$ cat src/rtl/vector_matrix_multiply_core_defines.svh
// ----------------------------------------------------------------------------
// Vector matrix multiply core: assertion macros
// Concurrent check macros shared by the core's modules. Defining ASSERT_OFF
// removes every check from the build.
// ----------------------------------------------------------------------------
`ifndef VECTOR_MATRIX_MULTIPLY_CORE_DEFINES_SVH
`define VECTOR_MATRIX_MULTIPLY_CORE_DEFINES_SVH

`ifndef ASSERT_OFF
// Same-cycle implication, disabled while reset is held.
`define VMM_ASSERT_NOW(label, clk, rst_n, ante, cons) \
    label: assert property (@(posedge clk) disable iff (!rst_n) (ante) |-> (cons)) \
        else $error("vmm: same-cycle check failed");
// Next-cycle implication, disabled while reset is held.
`define VMM_ASSERT_NEXT(label, clk, rst_n, ante, cons) \
    label: assert property (@(posedge clk) disable iff (!rst_n) (ante) |=> (cons)) \
        else $error("vmm: next-cycle check failed");
`else
`define VMM_ASSERT_NOW(label, clk, rst_n, ante, cons)
`define VMM_ASSERT_NEXT(label, clk, rst_n, ante, cons)
`endif

`endif

$ cat src/rtl/vmm_pkg.sv
// ----------------------------------------------------------------------------
// Vector matrix multiply package
// Field widths, opcodes, command queue sizing and shared types.
// ----------------------------------------------------------------------------
package vmm_pkg;

    // Fixed field widths of the item interface.
    localparam int IDX_W = 4;
    localparam int CFG_W = 5;

    // Size register value after reset.
    localparam logic [CFG_W-1:0] CFG_SIZE_RST = 5'd16;

    // Opcodes.
    localparam logic OP_LOAD   = 1'b0;
    localparam logic OP_VECTOR = 1'b1;

    // Command queue between front and back end.
    localparam int Q_DEPTH = 4;
    localparam int Q_PTR_W = $clog2(Q_DEPTH);
    localparam int Q_CNT_W = $clog2(Q_DEPTH + 1);

    // Decoded command handed from the front end to the back end.
    typedef struct packed {
        logic             mat_we;
        logic             vec_we;
        logic             start;
        logic [IDX_W-1:0] row;
        logic [IDX_W-1:0] col;
    } t_cmd;

    // Back end sequencer states.
    typedef enum logic [1:0] {
        S_IDLE,
        S_MAC,
        S_RESULT
    } t_state;

endpackage

$ cat src/rtl/vmm_ram.sv
// ----------------------------------------------------------------------------
// Generic RAM
// Simple dual-port memory: one write port, one read port with registered data.
// ----------------------------------------------------------------------------
module vmm_ram #(
    parameter int WIDTH = 16,
    parameter int DEPTH = 16
) (
    input  logic                     i_clk,
    input  logic                     i_we,
    input  logic [$clog2(DEPTH)-1:0] i_waddr,
    input  logic [WIDTH-1:0]         i_wdata,
    input  logic [$clog2(DEPTH)-1:0] i_raddr,
    output logic [WIDTH-1:0]         o_rdata
);

    logic [WIDTH-1:0] r_mem [DEPTH];
    logic [WIDTH-1:0] r_rdata;

    // Write port and registered read port.
    always_ff @(posedge i_clk) begin
        if (i_we) begin
            r_mem[i_waddr] <= i_wdata;
        end
        r_rdata <= r_mem[i_raddr];
    end

    assign o_rdata = r_rdata;

endmodule

$ cat src/rtl/vmm_front.sv
// ----------------------------------------------------------------------------
// Vector matrix multiply front end
// Accepts items, decodes them into commands and queues them for the back end.
// Items that have no effect are accepted and dropped here.
// ----------------------------------------------------------------------------
module vmm_front #(
    parameter int MAX_DIM    = 16,
    parameter int DATA_WIDTH = 16
) (
    input  logic                           i_clk,
    input  logic                           i_rst_n,
    input  logic [$clog2(MAX_DIM+1)-1:0]   i_dim,
    input  logic                           i_valid,
    output logic                           o_stall,
    input  logic                           i_opcode,
    input  logic [vmm_pkg::IDX_W-1:0]      i_row_index,
    input  logic [vmm_pkg::IDX_W-1:0]      i_col_index,
    input  logic [DATA_WIDTH-1:0]          i_data_value,
    input  logic                           i_last_element,
    output logic                           o_cmd_valid,
    output vmm_pkg::t_cmd                  o_cmd,
    output logic [DATA_WIDTH-1:0]          o_cmd_data,
    input  logic                           i_cmd_pop
);

    import vmm_pkg::*;

    `include "vector_matrix_multiply_core_defines.svh"

    t_cmd                dec_cmd;
    logic                keep;
    logic                push;
    t_cmd                r_fifo_cmd  [Q_DEPTH];
    logic [DATA_WIDTH-1:0] r_fifo_data [Q_DEPTH];
    logic [Q_PTR_W-1:0]  r_wr_ptr;
    logic [Q_PTR_W-1:0]  r_rd_ptr;
    logic [Q_CNT_W-1:0]  r_count;
    logic [Q_CNT_W-1:0]  n_count;

    // Decode the item into store and start actions.
    always_comb begin
        dec_cmd.row    = i_row_index;
        dec_cmd.col    = i_col_index;
        dec_cmd.mat_we = (i_opcode == OP_LOAD) && (int'(i_row_index) < MAX_DIM)
                         && (int'(i_col_index) < MAX_DIM);
        dec_cmd.vec_we = (i_opcode == OP_VECTOR) && (int'(i_row_index) < int'(i_dim));
        dec_cmd.start  = (i_opcode == OP_VECTOR) && i_last_element;
        keep           = dec_cmd.mat_we || dec_cmd.vec_we || dec_cmd.start;
    end

    assign o_stall = (r_count == Q_CNT_W'(Q_DEPTH));
    assign push    = i_valid && !o_stall && keep;

    // Queue occupancy.
    always_comb begin
        case ({push, i_cmd_pop})
            2'b10:   n_count = r_count + Q_CNT_W'(1);
            2'b01:   n_count = r_count - Q_CNT_W'(1);
            default: n_count = r_count;
        endcase
    end

    always_ff @(posedge i_clk) begin
        if (!i_rst_n) begin
            r_wr_ptr <= '0;
            r_rd_ptr <= '0;
            r_count  <= '0;
        end else begin
            if (push) begin
                r_wr_ptr <= r_wr_ptr + Q_PTR_W'(1);
            end
            if (i_cmd_pop) begin
                r_rd_ptr <= r_rd_ptr + Q_PTR_W'(1);
            end
            r_count <= n_count;
        end
    end

    // Queue storage.
    always_ff @(posedge i_clk) begin
        if (push) begin
            r_fifo_cmd[r_wr_ptr]  <= dec_cmd;
            r_fifo_data[r_wr_ptr] <= i_data_value;
        end
    end

    assign o_cmd_valid = (r_count != '0);
    assign o_cmd       = r_fifo_cmd[r_rd_ptr];
    assign o_cmd_data  = r_fifo_data[r_rd_ptr];

    // Checks on the queue bookkeeping.
    `VMM_ASSERT_NOW(a_count_in_range, i_clk, i_rst_n, 1'b1, (r_count <= Q_CNT_W'(Q_DEPTH)))
    `VMM_ASSERT_NOW(a_pop_not_empty, i_clk, i_rst_n, i_cmd_pop, (r_count != '0))

endmodule

$ cat src/rtl/vmm_back.sv
// ----------------------------------------------------------------------------
// Vector matrix multiply back end
// Executes queued commands: matrix and vector stores, and the product of the
// vector with the matrix on one pipelined multiply-accumulate unit.
// ----------------------------------------------------------------------------
module vmm_back #(
    parameter int MAX_DIM    = 16,
    parameter int DATA_WIDTH = 16
) (
    input  logic                           i_clk,
    input  logic                           i_rst_n,
    input  logic [$clog2(MAX_DIM+1)-1:0]   i_dim,
    input  logic                           i_cmd_valid,
    input  vmm_pkg::t_cmd                  i_cmd,
    input  logic [DATA_WIDTH-1:0]          i_cmd_data,
    output logic                           o_cmd_pop,
    output logic                           o_valid,
    input  logic                           i_stall,
    output logic [vmm_pkg::IDX_W-1:0]      o_out_index,
    output logic [DATA_WIDTH-1:0]          o_out_value,
    output logic                           o_out_last
);

    import vmm_pkg::*;

    `include "vector_matrix_multiply_core_defines.svh"

    localparam int CNT_W     = $clog2(MAX_DIM + 1);
    localparam int VEC_AW    = $clog2(MAX_DIM);
    localparam int MAT_DEPTH = MAX_DIM * MAX_DIM;
    localparam int MAT_AW    = $clog2(MAT_DEPTH);
    localparam int DW        = DATA_WIDTH;
    localparam int ACC_W     = (2 * DW + 8 > 64) ? 64 : 2 * DW + 8;
    localparam int FRAC      = DW - 4;
    localparam logic signed [ACC_W-1:0] RND_HALF = ACC_W'(1) << (FRAC - 1);
    localparam logic signed [ACC_W-1:0] SAT_HI   =
        ACC_W'((64'sd1 <<< (DW - 1)) - 64'sd1);
    localparam logic signed [ACC_W-1:0] SAT_LO   = ~SAT_HI;

    t_state              r_state, n_state;
    logic [VEC_AW-1:0]   r_p, n_p;
    logic [VEC_AW-1:0]   r_q, n_q;
    logic [MAT_AW-1:0]   r_mat_addr, n_mat_addr;
    logic [VEC_AW-1:0]   last_idx;
    logic                issue;
    logic                load_out;
    logic                out_take;
    logic                out_free;

    logic                mat_we;
    logic                vec_we;
    logic [MAT_AW-1:0]   mat_waddr;
    logic [DW-1:0]       mat_rdata;
    logic [DW-1:0]       vec_rdata;

    logic                r_s1_valid, r_s1_first, r_s1_last;
    logic                r_s2_valid, r_s2_first, r_s2_last;
    logic signed [2*DW-1:0] r_prod;
    logic signed [ACC_W-1:0] prod_ext;
    logic signed [ACC_W-1:0] r_acc;
    logic                r_acc_done;

    logic signed [ACC_W-1:0] rnd_sum;
    logic signed [ACC_W-1:0] rnd_shift;
    logic [DW-1:0]       sat_val;

    logic                r_o_valid;
    logic [IDX_W-1:0]    r_o_index;
    logic [DW-1:0]       r_o_value;
    logic                r_o_last;

    assign last_idx = VEC_AW'(i_dim - CNT_W'(1));
    assign out_take = r_o_valid && !i_stall;
    assign out_free = !r_o_valid || out_take;

    // Sequencer: next state, counters and control strobes.
    always_comb begin
        n_state    = r_state;
        n_p        = r_p;
        n_q        = r_q;
        n_mat_addr = r_mat_addr;
        issue      = 1'b0;
        load_out   = 1'b0;
        o_cmd_pop  = 1'b0;
        case (r_state)
            S_IDLE: begin
                if (i_cmd_valid) begin
                    o_cmd_pop = 1'b1;
                    if (i_cmd.start) begin
                        n_p        = '0;
                        n_q        = '0;
                        n_mat_addr = '0;
                        n_state    = S_MAC;
                    end
                end
            end
            S_MAC: begin
                issue      = 1'b1;
                n_q        = r_q + VEC_AW'(1);
                n_mat_addr = r_mat_addr + MAT_AW'(MAX_DIM);
                if (r_q == last_idx) begin
                    n_state = S_RESULT;
                end
            end
            S_RESULT: begin
                if (r_acc_done && out_free) begin
                    load_out = 1'b1;
                    if (r_p == last_idx) begin
                        n_state = S_IDLE;
                    end else begin
                        n_p        = r_p + VEC_AW'(1);
                        n_q        = '0;
                        n_mat_addr = MAT_AW'(r_p) + MAT_AW'(1);
                        n_state    = S_MAC;
                    end
                end
            end
            default: begin
                n_state = S_IDLE;
            end
        endcase
    end

    always_ff @(posedge i_clk) begin
        if (!i_rst_n) begin
            r_state    <= S_IDLE;
            r_p        <= '0;
            r_q        <= '0;
            r_mat_addr <= '0;
        end else begin
            r_state    <= n_state;
            r_p        <= n_p;
            r_q        <= n_q;
            r_mat_addr <= n_mat_addr;
        end
    end

    // Store ports for matrix entries and vector elements.
    assign mat_we    = o_cmd_pop && i_cmd.mat_we;
    assign vec_we    = o_cmd_pop && i_cmd.vec_we;
    assign mat_waddr = MAT_AW'(int'(i_cmd.row) * MAX_DIM + int'(i_cmd.col));

    vmm_ram #(
        .WIDTH (DW),
        .DEPTH (MAT_DEPTH)
    ) u_mat_ram (
        .i_clk   (i_clk),
        .i_we    (mat_we),
        .i_waddr (mat_waddr),
        .i_wdata (i_cmd_data),
        .i_raddr (r_mat_addr),
        .o_rdata (mat_rdata)
    );

    vmm_ram #(
        .WIDTH (DW),
        .DEPTH (MAX_DIM)
    ) u_vec_ram (
        .i_clk   (i_clk),
        .i_we    (vec_we),
        .i_waddr (VEC_AW'(i_cmd.row)),
        .i_wdata (i_cmd_data),
        .i_raddr (r_q),
        .o_rdata (vec_rdata)
    );

    // Multiply-accumulate pipeline: read, multiply, accumulate.
    assign prod_ext = ACC_W'(r_prod);

    always_ff @(posedge i_clk) begin
        if (!i_rst_n) begin
            r_s1_valid <= 1'b0;
            r_s2_valid <= 1'b0;
            r_acc_done <= 1'b0;
        end else begin
            r_s1_valid <= issue;
            r_s2_valid <= r_s1_valid;
            if (r_s2_valid && r_s2_last) begin
                r_acc_done <= 1'b1;
            end else if (load_out) begin
                r_acc_done <= 1'b0;
            end
        end
    end

    always_ff @(posedge i_clk) begin
        r_s1_first <= (r_q == '0);
        r_s1_last  <= (r_q == last_idx);
        r_s2_first <= r_s1_first;
        r_s2_last  <= r_s1_last;
        r_prod     <= $signed(vec_rdata) * $signed(mat_rdata);
        if (r_s2_valid) begin
            r_acc <= r_s2_first ? prod_ext : r_acc + prod_ext;
        end
    end

    // Round half up to the output scale and saturate.
    always_comb begin
        rnd_sum   = r_acc + RND_HALF;
        rnd_shift = rnd_sum >>> FRAC;
        if (rnd_shift > SAT_HI) begin
            sat_val = DW'(SAT_HI);
        end else if (rnd_shift < SAT_LO) begin
            sat_val = DW'(SAT_LO);
        end else begin
            sat_val = DW'(rnd_shift);
        end
    end

    // Output register; a new result loads when it is empty or as the previous one is taken.
    always_ff @(posedge i_clk) begin
        if (!i_rst_n) begin
            r_o_valid <= 1'b0;
        end else if (load_out) begin
            r_o_valid <= 1'b1;
        end else if (out_take) begin
            r_o_valid <= 1'b0;
        end
    end

    always_ff @(posedge i_clk) begin
        if (load_out) begin
            r_o_index <= IDX_W'(r_p);
            r_o_value <= sat_val;
            r_o_last  <= (r_p == last_idx);
        end
    end

    assign o_valid     = r_o_valid;
    assign o_out_index = r_o_index;
    assign o_out_value = r_o_value;
    assign o_out_last  = r_o_last;

    // Checks on the sequencer and the accumulator hand-off.
    `VMM_ASSERT_NOW(a_pop_when_idle, i_clk, i_rst_n, o_cmd_pop, (r_state == S_IDLE))
    `VMM_ASSERT_NOW(a_done_in_result, i_clk, i_rst_n, r_acc_done, (r_state == S_RESULT))
    `VMM_ASSERT_NEXT(a_last_sets_done, i_clk, i_rst_n, (r_s2_valid && r_s2_last), r_acc_done)

endmodule

$ cat src/rtl/vector_matrix_multiply_core.sv
// ----------------------------------------------------------------------------
// Vector matrix multiply core
// Input channel: matrix loads (opcode 0) and vector elements (opcode 1),
// handshake i_valid / o_stall. Output channel: one result item per column p,
// handshake o_valid / i_stall, in order p = 0 .. n-1, o_out_last on the final.
// i_cfg_we / i_cfg_data write the size register (n, reset 16); the user is to
// write it only while idle, as the block itself does not enforce this.
// Loads and vector elements are executed by the back end; a four-entry command
// queue lets the input side run ahead of the back end.
// A vector element marked last starts the product; each result needs n
// multiply-accumulates on the single MAC unit and its matrix RAM read port,
// which then pass through the read, multiply and accumulate pipeline.
// A stalled result holds in the output register; the core then pauses and
// the queue fills, after which o_stall rises.
// Reset is synchronous and clears the queue, the sequencer and the output
// valid; matrix and vector contents are undefined until written.
// ----------------------------------------------------------------------------
module vector_matrix_multiply_core #(
    parameter int MAX_DIM    = 16,
    parameter int DATA_WIDTH = 16
) (
    input  logic                           i_clk,
    input  logic                           i_rst_n,
    input  logic                           i_cfg_we,
    input  logic [vmm_pkg::CFG_W-1:0]      i_cfg_data,
    input  logic                           i_valid,
    output logic                           o_stall,
    input  logic                           i_opcode,
    input  logic [vmm_pkg::IDX_W-1:0]      i_row_index,
    input  logic [vmm_pkg::IDX_W-1:0]      i_col_index,
    input  logic [DATA_WIDTH-1:0]          i_data_value,
    input  logic                           i_last_element,
    output logic                           o_valid,
    input  logic                           i_stall,
    output logic [vmm_pkg::IDX_W-1:0]      o_out_index,
    output logic [DATA_WIDTH-1:0]          o_out_value,
    output logic                           o_out_last
);

    import vmm_pkg::*;

    localparam int CNT_W = $clog2(MAX_DIM + 1);

    logic [CFG_W-1:0]    r_size;
    logic [CNT_W-1:0]    dim;
    logic                cmd_valid;
    t_cmd                cmd;
    logic [DATA_WIDTH-1:0] cmd_data;
    logic                cmd_pop;

    // Size register.
    always_ff @(posedge i_clk) begin
        if (!i_rst_n) begin
            r_size <= CFG_SIZE_RST;
        end else if (i_cfg_we) begin
            r_size <= i_cfg_data;
        end
    end

    // Working dimension: zero acts as one, large values clamp to MAX_DIM.
    always_comb begin
        if (int'(r_size) > MAX_DIM) begin
            dim = CNT_W'(MAX_DIM);
        end else if (r_size == '0) begin
            dim = CNT_W'(1);
        end else begin
            dim = CNT_W'(r_size);
        end
    end

    vmm_front #(
        .MAX_DIM    (MAX_DIM),
        .DATA_WIDTH (DATA_WIDTH)
    ) u_front (
        .i_clk          (i_clk),
        .i_rst_n        (i_rst_n),
        .i_dim          (dim),
        .i_valid        (i_valid),
        .o_stall        (o_stall),
        .i_opcode       (i_opcode),
        .i_row_index    (i_row_index),
        .i_col_index    (i_col_index),
        .i_data_value   (i_data_value),
        .i_last_element (i_last_element),
        .o_cmd_valid    (cmd_valid),
        .o_cmd          (cmd),
        .o_cmd_data     (cmd_data),
        .i_cmd_pop      (cmd_pop)
    );

    vmm_back #(
        .MAX_DIM    (MAX_DIM),
        .DATA_WIDTH (DATA_WIDTH)
    ) u_back (
        .i_clk       (i_clk),
        .i_rst_n     (i_rst_n),
        .i_dim       (dim),
        .i_cmd_valid (cmd_valid),
        .i_cmd       (cmd),
        .i_cmd_data  (cmd_data),
        .o_cmd_pop   (cmd_pop),
        .o_valid     (o_valid),
        .i_stall     (i_stall),
        .o_out_index (o_out_index),
        .o_out_value (o_out_value),
        .o_out_last  (o_out_last)
    );

endmodule
$ cat config.mk
export PLATFORM = sky130hd
export DESIGN_NAME = vector_matrix_multiply_core
export DESIGN_NICKNAME = d
export VERILOG_FILES = /design/src/rtl/vmm_pkg.sv /design/src/rtl/vmm_ram.sv /design/src/rtl/vmm_front.sv /design/src/rtl/vmm_back.sv /design/src/rtl/vector_matrix_multiply_core.sv
export VERILOG_INCLUDE_DIRS = /design/src /design/src/rtl
export SDC_FILE = /design/constraint.sdc
export NUM_CORES = 2
export LEC_CHECK = 0
export BUFFER_PORTS_ARGS = -buffer_cell sky130_fd_sc_hd__buf_2
export CAP_MARGIN = 20
export CORE_MARGIN = 2
export CORE_UTILIZATION = 25
export DETAILED_ROUTE_END_ITERATION = 10
export GPL_TIMING_DRIVEN = 0
export SLEW_MARGIN = 20
export SYNTH_ARGS = -nofsm -noshare
export SYNTH_HDL_FRONTEND = slang
export SYNTH_MEMORY_MAX_BITS = 65536
export SYNTH_SLANG_ARGS = --single-unit
export TNS_END_PERCENT = 5
$ cat constraint.sdc
create_clock -name i_clk -period 16.8 [get_ports i_clk]
set_input_delay 2.52 -clock i_clk [delete_from_list [all_inputs] [get_ports i_clk]]
set_output_delay 2.52 -clock i_clk [all_outputs]
set_load 0.05 [all_outputs]
==> reports/qor.csv <==
metric;value;unit
outcome;finished, final reports clean;
Post-synth ARST share;0;
RSZ-0062 raised after global routing;false;
CTS sink count;4625;
setup violators final;0;
Worst-path clk slew;0.06;ns
Final Cell Area;222000;um^2
initial antenna violation count;28;
WL per Instance;25.8;um
Pwr Density;173;nW/um^2
Mapped Area;188000;um^2
arrival time at the worst endpoint;7.92;ns
Slew @ Worst Pin;1.26;ns
sequential share of power;0.382;
IO buf count;57;
Crit-path slowest cell;dfxtp_1;
top cells by area, synth;edfxtp_1 72%, mux4_2 17%, fa_1 2.8%;
Boundary Pins;59;
NetSw;0.0131;W
Final Util;0.296;
Initial Utilization;0.251;
Mapped Avg Cell Area;21.8;um^2
CP Buf/Inv Count;6;
TritonCTS clock tree;yes;
post-synthesis sequential area ratio;0.731;
Post-synth EDFFs;4521;
Req. time, crit path;17.71;ns
Syn Nets;9101;
Yosys top cell area share;0.720;
min cycle time layout;7.01;ns
CP Class;reg -> reg;
vias in the first global route;92000;
DR DRC count;0;
Crit path top cell by count;fa_1;
post-route ant nets;0;
Worst Hold Slack;0.326;ns
placed inst area;207000;um^2
period utilisation layout;0.417;
drt first-iter violations;12000;
GPL Wtd Cong;0.852;
gr usage total;0.130;
critical path, cell by cell;clkbuf_1, nand2_1, fa_1, inv_1, fa_1, inv_1, fa_1, inv_1, fa_1, fa_1, inv_1, fa_1, inv_1, ha_1, a21o_1, a21o_1, a21oi_1, o21ai_0, a31oi_1, o21ai_0, a311o_1, a2111oi_0, or3b_1;
crit path launch type;flip-flop;
slowest stage delay, CP;0.61;ns
crit path max fanout;10;
synth-to-layout area growth;17.8;%
area of the core;751000;um^2
Slew Limit Fails;0;
dpl ws;9.78;ns
Post-Route WL;512000;um
Fmax;0.143;GHz
worst hold path class;reg -> reg;
Worst VDD drop;0.467;mV
row cnt;318;
cts bufs inserted;461;
share of layout cells above drive strength 1;0.298;
slew margin rel.;0.160;
final hold violations;0;
slack of the critical path;9.79;ns
power share of the clock group;0.259;
crit-path leading delay family;adder cells;
Leak Pwr;68.0;nW
setup TNS;0;ns
Setup Buffers After CTS;0;
hold_buf cts;0;
DR vias;92200;
Synth area leader;edfxtp_1;
H-tree Lvls;5;
clock buffer depth;4;
dominant synthesized flop cell;edfxtp_1;
HPWL Detailed;358000;um
flops & latches, synth;4625;
Die Area;761000;um^2
grt total ovfl;0;
Setup Skew;0.0947;ns
root buffer cell;clkbuf_16;
Comb power frac;0.358;
nets;9948;
first-pass GRT wire length;717000;um
# fillers;72100;
die width;872;um
Netlist cell types;81;
Ys Warns;0;
maxcap violations;0;
crit end category;flip-flop;
vias per inst;4.65;
Die Span Y;872;um
switching part of the total power;0.339;
post-cts resize count;0;
Pre-antenna DRT Iters;5;
Clk Latency, worst-skew pair;1.04;ns
Internal;0.0255;W
cell count after synthesis;8662;
largest net degree at the start of global routing;78;
cells in the mapped netlist, drive strengths merged (5+ instances only):
| master | n |
|---|---|
| nand2b | 14 |
| or3 | 6 |
| a21o | 23 |
| nor3 | 17 |
| nor2b | 20 |
| clkbuf | 215 |
| a211oi | 5 |
| inv | 328 |
| and3 | 16 |
| xnor2 | 59 |
| o211ai | 5 |
| o211a | 6 |
| nand2 | 246 |
| o31ai | 6 |
| ha | 139 |
| nor3b | 11 |
| mux2i | 154 |
| dfxtp | 104 |
| or2 | 5 |
| a21boi | 9 |
| nand4 | 12 |
| o21ai | 94 |
| edfxtp | 4521 |
| a31oi | 13 |
| and2 | 140 |
| mux4 | 1419 |
| fa | 264 |
| a21oi | 73 |
| o21bai | 5 |
| o21a | 16 |
| nand3 | 33 |
| nor2 | 361 |
| buf | 217 |
| xor2 | 41 |
through the flow:
stage | total power (W) | std cells
floorplan | 0.0246 | 8662
finish | 0.0385 | 19800
global route | 0.0409 | 19800
global placement | 0.0285 | 18600
CTS | 0.0387 | 19800
detailed placement | 0.0288 | 19000
flip-flops by register name, summed over array words and instances (netlist names), 2 cells and up, named ones only:
register,flops
u_back.u_mat_ram.r_mem,4096
u_back.u_vec_ram.r_mem,256
u_front.r_fifo_data,64
u_front.r_fifo_cmd,44
u_back.r_acc,40
u_back.r_prod,32
u_back.o_out_value,16
u_back.u_mat_ram.o_rdata,16
u_back.u_vec_ram.o_rdata,16
u_back.r_mat_addr,8
r_size,5
u_back.o_out_index,4
u_back.r_p,4
u_back.r_q,4
u_front.r_count,3
u_back.r_state,2
u_front.r_rd_ptr,2
u_front.r_wr_ptr,2
kinds of logic (layout without fill, tap and decap cells):
logic type | Yosys count | after routing | synth area share
buffers and inverters | 760 | 1990 | 0.0169
and+or+nand+nor | 898 | 898 | 0.0218
muxes | 1577 | 1577 | 0.178
DFF | 4625 | 4625 | 0.731
AOI/OAI and AO/OA | 299 | 299 | 0.0101
adders and majority gates | 403 | 403 | 0.0373
other | 0 | 11 | 0
xor gates and xnor gates | 100 | 100 | 0.00469
power groups by stage:
stage	combinational [W]	sequential, W	clock (W)
after CTS	0.0139	0.0147	0.0101
after detailed placement	0.0138	0.0150	0
final	0.0138	0.0147	0.00998
after global routing	0.0156	0.0147	0.0105
after floorplan	0.00945	0.0151	0
after global placement	0.0130	0.0155	0
worst register-to-register path: cells and delay by family, from the launching register on:
kind | cells | cell delay, ns
adder cells (fa/ha/maj) | 7 | 3.37
buffers and inverters | 6 | 0.82
AND/OR/NAND/NOR | 2 | 0.33
AO/OA/AOI/OAI | 8 | 1.84
flip-flops | 1 | 0.61
cell type report:
class / instances / area, um^2 / share of cell area
clock inverters: 239 / 2260 / 0.0102
diodes: 11 / 27.5 / 0.000124
repair buffers: 384 / 5570 / 0.0251
plain buffers: 432 / 2010 / 0.00906
clock buffers: 607 / 12300 / 0.0552
flip-flops and latches: 4625 / 138000 / 0.621
well taps: 9920 / 12400 / 0.0559
inverters: 328 / 1230 / 0.00554
multi-input cells: 3277 / 48400 / 0.218
cells in the final DEF, fill, tap and decap left out, types with 66 or more instances in the layout:
cell type / Yosys / final
ha_1: 139 / 139
and2_1: 137 / 133
edfxtp_1: 4521 / 4521
dfxtp_1: 104 / 103
nor2_2: 0 / 229
inv_1: 328 / 327
clkbuf_16: 0 / 464
buf_2: 158 / 218
o21ai_0: 91 / 91
mux2i_1: 154 / 153
clkinv_1: 0 / 107
nand2_1: 246 / 241
mux4_2: 1419 / 1403
buf_16: 0 / 66
a21oi_1: 73 / 73
buf_8: 0 / 74
nor2_1: 361 / 89
fa_1: 264 / 264
buf_6: 3 / 161
clkbuf_1: 214 / 305
routing by layer:
| metal | vias up | wire (um) | GRT usage |
|---|---|---|---|
| met5 | - | 65 | 0 |
| met4 | 8 | 21100 | 0.0476 |
| met3 | 789 | 41200 | 0.0215 |
| met2 | 4091 | 245000 | 0.213 |
| met1 | 50000 | 205000 | 0.175 |
| li1 | 37300 | - | - |
worst paths after layout:
| check | start | endpoint | slack (ns) | depth (start not counted) |
|---|---|---|---|---|
| worst min-delay path | u_back.r_s1_last | u_back.r_s2_last | 0.33 | 0 |
| worst max-delay path | u_back.u_vec_ram.o_rdata[7] | u_back.r_prod[30] | 9.79 | 23 |
| worst max register to register | u_back.u_vec_ram.o_rdata[7] | u_back.r_prod[30] | 9.79 | 23 |
| worst min register to register | u_back.r_s1_last | u_back.r_s2_last | 0.33 | 0 |
No activity file was read; power rests on OpenSTA's default activity.
